==> src/rtl/cmg_momentum_column_macros.svh <==
// ----------------------------------------------------------------------------
// Assertion macros for the momentum column block
// Compiled away when SYNTHESIS is defined.
// ----------------------------------------------------------------------------
`ifndef CMG_MOMENTUM_COLUMN_MACROS_SVH
`define CMG_MOMENTUM_COLUMN_MACROS_SVH

`ifndef SYNTHESIS
`define CMG_ASSERT(lbl, clk, rst_n, prop, msg) \
  lbl: assert property (@(posedge clk) disable iff (!rst_n) prop) else $error(msg);
`define CMG_ASSERT_NEVER(lbl, clk, rst_n, expr, msg) \
  lbl: assert property (@(posedge clk) disable iff (!rst_n) !(expr)) else $error(msg);
`else
`define CMG_ASSERT(lbl, clk, rst_n, prop, msg)
`define CMG_ASSERT_NEVER(lbl, clk, rst_n, expr, msg)
`endif

`endif

==> src/rtl/cmg_pkg.sv <==
// ----------------------------------------------------------------------------
// cmg_pkg
// Widths, constants and types shared by the momentum column block.
// ----------------------------------------------------------------------------
`timescale 1ns / 1ps

package cmg_pkg;

  localparam int IDX_W = 3;
  localparam int ANG_W = 16;
  localparam int D_W   = 16;
  localparam int HS_W  = 16;
  localparam int OW    = 19;

  // CORDIC datapath: x, y in Q.30, z in 2^32 counts per turn
  localparam int XYW = 33;
  localparam int ZW  = 33;

  // post-processing widths
  localparam int CSW = 18;              // rounded cos / sin, Q.14
  localparam int PW  = CSW + D_W;       // single product, Q.28
  localparam int SW  = PW + 1;          // sum of two products
  localparam int MW  = SW + HS_W + 1;   // times rotor momentum, Q.36
  localparam int RW  = MW - 28;         // after rounding to Q.8

  localparam int TAB_LEN = 24;

  localparam logic [31:0] ATAN_TAB [TAB_LEN] = '{
    32'h20000000, 32'h12E4051E, 32'h09FB385B, 32'h051111D4,
    32'h028B0D43, 32'h0145D7E1, 32'h00A2F61E, 32'h00517C55,
    32'h0028BE53, 32'h00145F2F, 32'h000A2F98, 32'h000517CC,
    32'h00028BE6, 32'h000145F3, 32'h0000A2F9, 32'h0000517C,
    32'h000028BE, 32'h0000145F, 32'h00000A2F, 32'h00000517,
    32'h0000028B, 32'h00000145, 32'h000000A2, 32'h00000051
  };

  localparam logic signed [XYW-1:0] CORDIC_X0 = XYW'(652032874);
  localparam logic signed [XYW-1:0] RND_CS    = XYW'(32768);
  localparam logic signed [MW-1:0]  RND_OUT   = MW'(134217728);

  localparam logic [HS_W-1:0]      HS_RESET = HS_W'(256);
  localparam logic signed [RW-1:0] SAT_MAX  = RW'(262143);
  localparam logic signed [RW-1:0] SAT_MIN  = RW'(-262144);
  localparam logic signed [OW-1:0] OUT_MAX  = OW'(262143);
  localparam logic signed [OW-1:0] OUT_MIN  = OW'(-262144);

  typedef logic [2:0][D_W-1:0] cmg_dvec_t;

  typedef struct packed {
    logic [IDX_W-1:0] index;
    logic             last;
    logic             flip;
    cmg_dvec_t        d1;
    cmg_dvec_t        d2;
  } cmg_tag_t;

  typedef struct packed {
    cmg_tag_t               tag;
    logic signed [XYW-1:0]  x;
    logic signed [XYW-1:0]  y;
    logic signed [ZW-1:0]   z;
  } cmg_cell_t;

  typedef struct packed {
    logic [IDX_W-1:0] index;
    logic             last;
  } cmg_meta_t;

endpackage

==> src/rtl/cmg_cordic_cell.sv <==
// ----------------------------------------------------------------------------
// cmg_cordic_cell
// One rotation-mode CORDIC micro-rotation with its own valid and hold logic.
// ----------------------------------------------------------------------------
`timescale 1ns / 1ps
`include "cmg_momentum_column_macros.svh"

module cmg_cordic_cell import cmg_pkg::*; #(
  parameter int unsigned STAGE = 0
) (
  input  logic      clk_i,
  input  logic      rst_ni,
  input  logic      up_valid_i,
  input  cmg_cell_t up_data_i,
  output logic      up_ready_o,
  output logic      dn_valid_o,
  output cmg_cell_t dn_data_o,
  input  logic      dn_ready_i
);

  localparam logic signed [ZW-1:0] ATAN = ZW'(ATAN_TAB[STAGE]);

  logic      load;
  logic      valid_q;
  cmg_cell_t data_q, data_d;

  assign load       = !valid_q || dn_ready_i;
  assign up_ready_o = load;
  assign dn_valid_o = valid_q;
  assign dn_data_o  = data_q;

  always_comb begin
    data_d.tag = up_data_i.tag;
    // rotate toward zero residual angle
    if (!up_data_i.z[ZW-1]) begin
      data_d.x = up_data_i.x - (up_data_i.y >>> STAGE);
      data_d.y = up_data_i.y + (up_data_i.x >>> STAGE);
      data_d.z = up_data_i.z - ATAN;
    end else begin
      data_d.x = up_data_i.x + (up_data_i.y >>> STAGE);
      data_d.y = up_data_i.y - (up_data_i.x >>> STAGE);
      data_d.z = up_data_i.z + ATAN;
    end
  end

  always_ff @(posedge clk_i or negedge rst_ni) begin
    if (!rst_ni) begin
      valid_q <= 1'b0;
    end else if (load) begin
      valid_q <= up_valid_i;
    end
  end

  always_ff @(posedge clk_i) begin
    if (load && up_valid_i) begin
      data_q <= data_d;
    end
  end

  `CMG_ASSERT(a_cell_hold, clk_i, rst_ni, (valid_q && !dn_ready_i) |=> (valid_q && $stable(data_q)), "cordic cell lost a stalled transaction")

endmodule

==> config.mk <==
export PLATFORM = sky130hd
export DESIGN_NAME = cmg_cordic_cell
export DESIGN_NICKNAME = d
export VERILOG_FILES = /design/src/rtl/cmg_pkg.sv /design/src/rtl/cmg_cordic_cell.sv
export VERILOG_INCLUDE_DIRS = /design/src /design/src/rtl
export SDC_FILE = /design/constraint.sdc
export NUM_CORES = 1
export LEC_CHECK = 0
export BUFFER_PORTS_ARGS = -buffer_cell sky130_fd_sc_hd__buf_2
export CORE_MARGIN = 3
export CORE_UTILIZATION = 47
export CTS_BUF_LIST = sky130_fd_sc_hd__clkbuf_8
export CTS_CLUSTER_SIZE = 25
export DETAILED_ROUTE_END_ITERATION = 16
export MAX_ROUTING_LAYER = met4
export PLACE_DENSITY = 0.89
export SYNTH_ARGS = -nofsm -noshare
export SYNTH_HDL_FRONTEND = slang
export SYNTH_SLANG_ARGS = --single-unit
export TNS_END_PERCENT = 50
==> constraint.sdc <==
create_clock -name clk_i -period 5.3 [get_ports clk_i]
set_clock_uncertainty 0.15 [all_clocks]
set_input_delay 0.795 -clock clk_i [delete_from_list [all_inputs] [get_ports clk_i]]
set_output_delay 0.795 -clock clk_i [all_outputs]
set_load 0.02 [all_outputs]
**Word-level counts from Yosys, hierarchy flattened**

Index checks and enable logic that the tools add are counted.

- Bits in registers: 201
- Output and inout bits: 202
- Input port bits: 204
- Word-level logic and storage cells: 22

- Multiplexer cells: 1
- Reduce and logical (&&, ||, !) cells: 3
- Add/subtract/negate cells: 5

Operators with widths:

| cell | count |
|---|---|
| 99-bit two-way mux | 1 |
| 33-bit subtractor | 2 |
| 33-bit by 31-bit adder with 33-bit output, second input constant | 1 |
| 33-bit adder | 1 |
| 33-bit by 31-bit subtractor with 33-bit output, second input constant | 1 |
| 1-bit logical AND | 1 |
| 1-bit zero test | 1 |
| 1-bit logical OR | 1 |

**Depth between registers and ports, before layout**

Gate-level depths: netlist of the first run.

- Depth in word-level cells: 3
- Gate-level depth with buffers: 13
- Mapped depth without buffers: 13

**Least setup slack after synthesis of the first run**

Ideal clock, no wire load.

- Path kind: input port to flip-flop
- Start point: in dn_ready_i
- End point: reg data_q (netlist bit dn_data_o[0]), enable pin
- Buffers on the path: 0
- Data required time: 4.567 ns
- Setup time: 0.583 ns
- Arrival: 5.629 ns
- Cell stages on the path: 2
- Setup slack: -1.062 ns
- Cell sequence: nand2b_1 and2_1

- Cells in the longest elaborated chain, start to end: 2

Ends and longest elaborated chain:

| what | line | RTL |
|---|---|---|
| from (decl) | cmg_cordic_cell.sv:18 | `input logic dn_ready_i` |
| 1-bit logical OR | cmg_cordic_cell.sv:27 | `assign load = !valid_q \|\| dn_ready_i;` |
| 1-bit logical AND | cmg_cordic_cell.sv:55 | `if (load && up_valid_i) begin` |
| to (signal assigned) | cmg_cordic_cell.sv:56 | `data_q <= data_d;` |
| to (decl) | cmg_cordic_cell.sv:25 | `cmg_cell_t data_q, data_d;` |

No other way between the ends.
A chain may end at the register's enable or synchronous reset.

==> impl_metrics.csv, run 1 <==
group,metric,value,unit
status,status,"finished, final reports clean",
hold_path,hp-start,"up_data_i[8]",
floorplan,rows,57,
place,portBuffers,405,
clock_tree,clock-root-buffer,"clkbuf_8",
hold_path,hold_class,"input port to flip-flop",
sta,timing.final.crit_share,0.7631,
setup_path,critical_path.startpoint,"up_data_i[38]",
setup_path,cp_top_family,"compound AO/OA/AOI/OAI gates",
cells_and_area,stdcell_count,1804,
place,routabilityCongestion,0.9281,
floorplan,io_pins,406,
cells_and_area,drive_gt1_frac,0.3235,
sta,worstMarginPinSlew,843.9,ps
place,place_inst,1756,
sta,slew_headroom,0.4374,
setup_path,worstSetupEndpointType,"flip-flop",
setup_path,worstPathRequired,5370,ps
synthesis,syn-mean-instance-area,11.01,um^2
synthesis,synth.distinct_cells,79,
clock_tree,cts_tree,"built",
drt,num_vias,10144,
sta,setup_tns,0,ps
synthesis,syn_nets,1372,
drt,first_pass_iters,5,
sta,finalSetupViolations,0,
sta,slew_violations,0,
floorplan,fp.dieW,164.0,um
global_route,antenna_found_initial,14,
sta,hold_violations,0,
pwr,ir_drop,0.0001825,V
synthesis,yosysSeqAreaShare,0.5112,
clock_tree,h-tree-depth,4,
global_route,gr-usage-all-layers,0.2884,
drt,viasPerCell,5.623,
clock_tree,clk_pin_slew,120,ps
clock_tree,numCtsBuffers,17,
drt,drtIter0Drc,1131,
setup_path,start_kind,"input port",
cells_and_area,areaGrowthSynthToFinish,23.46,%
drt,wl,38.92,mm
cells_and_area,nets,1758,
floorplan,dieArea,26910,um^2
cells_and_area,final_common_cell,"buf_2",
clock_tree,worstSkewPairLatency,470,ps
drt,ant_nets,0,
setup_path,arrival,4110,ps
drt,drc,0,
drt,wl_per_cell,21.57,um
synthesis,yosys_register_bits,200,
setup_path,reg2reg_to,"dn_data_o[188]",
global_route,grt_max_degree,100,
sta,fin_crit,4044,ps
synthesis,async_flop_share,0.005000,
synthesis,synth_area,11740,um^2
setup_path,worstPathMaxFanout,12,
setup_path,crit_buf_inv,2,
clock_tree,cts_sinks,200,
setup_path,worst_path_max_delay_cell,"a221oi_2",
sta,fmax,0.2473,GHz
setup_path,slowest_delay,530,ps
pwr,finalPower,4.087,mW
setup_path,cp_num_cells,13,
floorplan,core_area,24460,um^2
clock_tree,cts_buffer_depth,2,
synthesis,synth_flop_cell,"edfxtp_1",
sta,rsz0062_at_grt,"false",
synthesis,yosysWarnings,0,
setup_path,r2r_start,"dn_valid_o",
global_route,grt-ovfl-total,0,
clock_tree,cts_setup_buffers,0,
global_route,grt_pass1_vias,9495,
floorplan,start_util,0.4798,
setup_path,worst-setup-path-type,"input port to flip-flop",
pwr,power.density,282.0,nW/um^2
place,hpwlAfterDp,31.65,mm
floorplan,die_y,164.0,um
pwr,p_leak,6.346,nW
setup_path,crit_chain,"buf_2 > inv_1 > ha_1 > and2_4 > a221oi_4 > a21oi_2 > o21ai_2 > a31oi_1 > a221oi_2 > o21ai_1 > a2111oi_2 > a211oi_1 > xor2_1",
setup_path,timing.critical_path.to,"dn_data_o[64]",
synthesis,syn_inst,1066,
job,drv_cap,0,
cells_and_area,final_cell_mix,"buf_2, edfxtp_1, a21oi_1",
setup_path,reg2reg_depth,3,
global_route,grt_pass1_wl,57.04,mm
setup_path,rrSetupSlack,3050,ps
synthesis,synth-edff-count,199,
-- worst min-delay path by stage --
stage	to	slack, ps	cells after the start
after global placement	dn_valid_o	350	2
after floorplan	dn_valid_o	350	0
final	dn_data_o[8]	330	1
after detailed placement	dn_valid_o	370	2
after CTS	dn_data_o[105]	310	1
after global routing	dn_data_o[16]	280	1
-- metal layers --
metal | vias to the layer above | GRT usage | share of wire
met3 | 70 | 0.04842 | 0.082
met1 | 4862 | 0.3886 | 0.41
met5 | - | - | 0
met4 | 0 | 0.1153 | 0.032
li1 | 4631 | - | -
met2 | 581 | 0.4375 | 0.47
-- cells in the mapped netlist (5+ instances only) --
master,count,area (um^2)
nor2b_1,12,75.07
nand2_1,44,165.2
xor2_1,6,52.55
inv_1,99,371.6
a31oi_1,7,43.79
nand2b_1,10,62.56
and3_1,7,43.79
a21o_1,19,142.6
nor3_1,17,85.08
mux2i_1,12,120.1
o31ai_1,11,82.58
nand4_1,10,62.56
nand3_1,13,65.06
o21ai_1,11,55.05
and2_1,6,37.54
buf_2,14,70.07
o21ai_0,51,255.2
o21bai_1,15,112.6
ha_1,98,1226
a221oi_2,5,75.07
o21a_1,7,52.55
edfxtp_1,199,5976
a21oi_1,109,545.5
o211ai_1,8,60.06
clkbuf_1,16,60.06
xnor2_1,58,508.0
buf_1,10,37.54
nor2_1,92,345.3
-- state kept, by name (all words and copies together) (netlist names) --
register / flops
dn_data_o: 199
dn_valid_o: 1
-- stage by stage --
stage                     utilization  worst slack [ps]  cell area (um^2)  hold slack (ps)
final                          0.5924              1256             14490            334.6
after floorplan                     -              1157             11740            349.4
after global placement         0.5732             946.0             14020            354.6
after global routing           0.5923              1259             14490            282.5
after CTS                      0.5909              1421             14450            314.0
after detailed placement       0.5732             909.4             14020            369.7
-- cells by family (layout without fill, tap and decap cells) --
| family | Yosys count | in the layout | synth area share |
|---|---|---|---|
| xor gates and xnor gates | 64 | 64 | 0.04776 |
| adders and majority gates | 102 | 102 | 0.1113 |
| AOI/OAI and AO/OA | 300 | 300 | 0.1700 |
| muxes | 12 | 12 | 0.01023 |
| and+or+nand+nor | 237 | 237 | 0.09775 |
| other | 0 | 15 | 0 |
| DFF | 200 | 200 | 0.5112 |
| buffers and inverters | 151 | 550 | 0.05170 |
-- timing repair --
action                    in CTS  in global routing
resized for setup              0                  0
hold buffers                   1                  0
hold endpoints to repair       1                  0
-- layout make-up --
class | instances | area (um^2)
Clock inverter | 15 | 188.9
Timing Repair Buffer | 412 | 2095
Fill cell | 2079 | 9971
Multi-Input combinational cell | 715 | 5132
Antenna cell | 15 | 37.54
Clock buffer | 17 | 234.0
Tap cell | 324 | 405.4
Sequential cell | 200 | 6001
Inverter | 106 | 397.9
-- where the power goes --
group,internal (mW),total (mW),switching [mW]
Combinational,0.394,1.14,0.741
Clock,0.372,1.01,0.635
Sequential,1.91,1.94,0.0387
Total,2.67,4.09,1.41
Note: power is estimated with default switching activity, not from simulation.
==> run 2: changes to the inputs <==
--- a/config.mk
+++ b/config.mk
@@ -8,12 +8,12 @@
 export LEC_CHECK = 0
 export BUFFER_PORTS_ARGS = -buffer_cell sky130_fd_sc_hd__buf_2
 export CORE_MARGIN = 3
-export CORE_UTILIZATION = 47
+export CORE_UTILIZATION = 50
 export CTS_BUF_LIST = sky130_fd_sc_hd__clkbuf_8
 export CTS_CLUSTER_SIZE = 25
 export DETAILED_ROUTE_END_ITERATION = 16
 export MAX_ROUTING_LAYER = met4
-export PLACE_DENSITY = 0.89
+export PLACE_DENSITY = 0.9
 export SYNTH_ARGS = -nofsm -noshare
 export SYNTH_HDL_FRONTEND = slang
 export SYNTH_SLANG_ARGS = --single-unit
==> constraint.sdc (replaced) <==
create_clock -name clk_i -period 4.2 [get_ports clk_i]
set_clock_uncertainty 0.15 [all_clocks]
set_input_delay 0.63 -clock clk_i [delete_from_list [all_inputs] [get_ports clk_i]]
set_output_delay 0.63 -clock clk_i [all_outputs]
set_load 0.02 [all_outputs]
==> run 2 against run 1 <==
- sequential cell count stayed put
- core utilization is 4.9 points higher
- die area is 5.8% lower
- clock power is 25% higher
- worst setup slack worse by 540 ps
- register-to-register slack worse by 1000 ps
- combinational power is 28% higher
- design area is 1.1% higher
- first-iteration DRC count is 1.9% higher
- clock-buffer cell count stayed put
- highest routed layer unchanged
==> impl_metrics.csv, run 2 (synthesis results as in run 1) <==
group,metric,value,unit
cells_and_area,regArea,6001,um^2
clock_tree,hold_buffers,1,
floorplan,dieArea,25350,um^2
clock_tree,cts_resized,0,
cells_and_area,postLayoutCoreUtil,0.6412,
job,drv_cap,0,
hold_path,hp-start,"up_data_i[4]",
setup_path,worstPathRequired,4290,ps
sta,hold_violations,0,
sta,slew_headroom,0.3416,
setup_path,start_kind,"input port",
pwr,ir_drop,0.0003189,V
place,dp_slack,291.4,ps
hold_path,hold_class,"input port to flip-flop",
drt,ant_nets,0,
clock_tree,h-tree-depth,4,
status,status,"finished, final reports clean",
setup_path,r2r_start,"dn_valid_o",
sta,setup_tns,0,ps
clock_tree,worstSkewPairLatency,460,ps
place,routabilityCongestion,1.027,
clock_tree,clock-root-buffer,"clkbuf_8",
drt,drtIter0Drc,1152,
sta,slew_violations,0,
place,place_area,14160,um^2
sta,worstMarginPinSlew,987.6,ps
setup_path,critical_path.startpoint,"up_data_i[38]",
place,portBuffers,405,
global_route,grt_pass1_vias,9953,
setup_path,rrSetupSlack,2040,ps
clock_tree,clk_pin_slew,130,ps
setup_path,worstSetupEndpointType,"flip-flop",
drt,drc,0,
floorplan,rows,55,
pwr,power.density,353.6,nW/um^2
global_route,grt_pass1_wl,59.66,mm
clock_tree,cts_setup_buffers,0,
sta,hold_slack,178.6,ps
floorplan,start_util,0.5137,
floorplan,io_pins,406,
cells_and_area,drive_gt1_frac,0.3322,
cells_and_area,nets,1777,
clock_tree,numCtsBuffers,17,
setup_path,worst-setup-path-type,"input port to flip-flop",
global_route,grt-ovfl-total,0,
cells_and_area,finalInstanceArea,14650,um^2
drt,viasPerCell,5.642,
cells_and_area,final_cell_mix,"buf_2, edfxtp_1, a21oi_1",
drt,num_vias,10269,
sta,finalSetupViolations,0,
cells_and_area,final_common_cell,"buf_2",
cells_and_area,multi_input_area,5132,um^2
setup_path,worstPathMaxFanout,12,
pwr,p_leak,6.448,nW
global_route,gr-usage-all-layers,0.3172,
global_route,antenna_found_initial,22,
global_route,grt_max_degree,90,
place,hpwlAfterDp,33.04,mm
setup_path,arrival,3570,ps
drt,first_pass_iters,6,
cells_and_area,largest_reg_flops,199,
setup_path,reg2reg_to,"dn_data_o[18]",
floorplan,fp.dieW,159.2,um
clock_tree,cts_tree,"built",
drt,wl,40.15,mm
pwr,finalPower,5.181,mW
floorplan,die_y,159.2,um
setup_path,reg2reg_depth,3,
sta,timing.final.crit_share,0.8302,
sta,fmax,0.2868,GHz
clock_tree,cts_sinks,200,
place,place_inst,1764,
sta,rsz0062_at_grt,"false",
sta,setup_ws,713.1,ps
cells_and_area,fill_cells,1920,
sta,fin_crit,3487,ps
clock_tree,cts_buffer_depth,2,
drt,wl_per_cell,22.06,um
cells_and_area,areaGrowthSynthToFinish,24.82,%
setup_path,timing.critical_path.to,"dn_data_o[96]",
cells_and_area,stdcell_count,1820,
floorplan,core_area,22850,um^2
run 2: area by class of cell:
type,count,share of cell area
multi-input cells,715,0.3503
repair buffers,431,0.1536
inverters,106,0.02716
well taps,313,0.02673
flip-flops and latches,200,0.4096
clock inverters,15,0.01273
diodes,23,0.003929
clock buffers,17,0.01597
run 2: metal layers:
| layer | track usage | vias to the layer above | wire length, um |
|---|---|---|---|
| met5 | - | - | 0 |
| met1 | 0.4066 | 4858 | 15840 |
| met2 | 0.4783 | 637 | 18670 |
| li1 | - | 4681 | - |
| met4 | 0.1675 | 0 | 2035 |
| met3 | 0.06426 | 93 | 3601 |
run 2: worst min-delay path by stage:
stage	to	slack, ps	depth (start not counted)
6_report	dn_data_o[4]	180	1
5_1_grt	dn_data_o[162]	140	1
4_1_cts	dn_data_o[169]	150	1
3_5_place_dp	dn_valid_o	260	1
3_3_place_gp	dn_valid_o	260	1
2_1_floorplan	dn_valid_o	180	0
run 2: power breakdown:
group          switching (mW)  internal [mW]  total (mW)  leakage (nW)
registers              0.0519           2.41        2.46          1.91
clock network           0.794          0.470        1.26         0.213
logic                   0.942          0.518        1.46          4.33
total                    1.79           3.39        5.18          6.45
run 2: critical path, cell delays in order:
cell and delay (ps):
buf_2 110, inv_1 40, ha_1 490, and2_4 250, a221oi_2 270, nand2_1 150, a221oi_2 340, buf_4 200
nor4_1 50, nor4_2 460, o21ai_1 180, nand2b_1 100, a32oi_1 110, xnor2_1 180
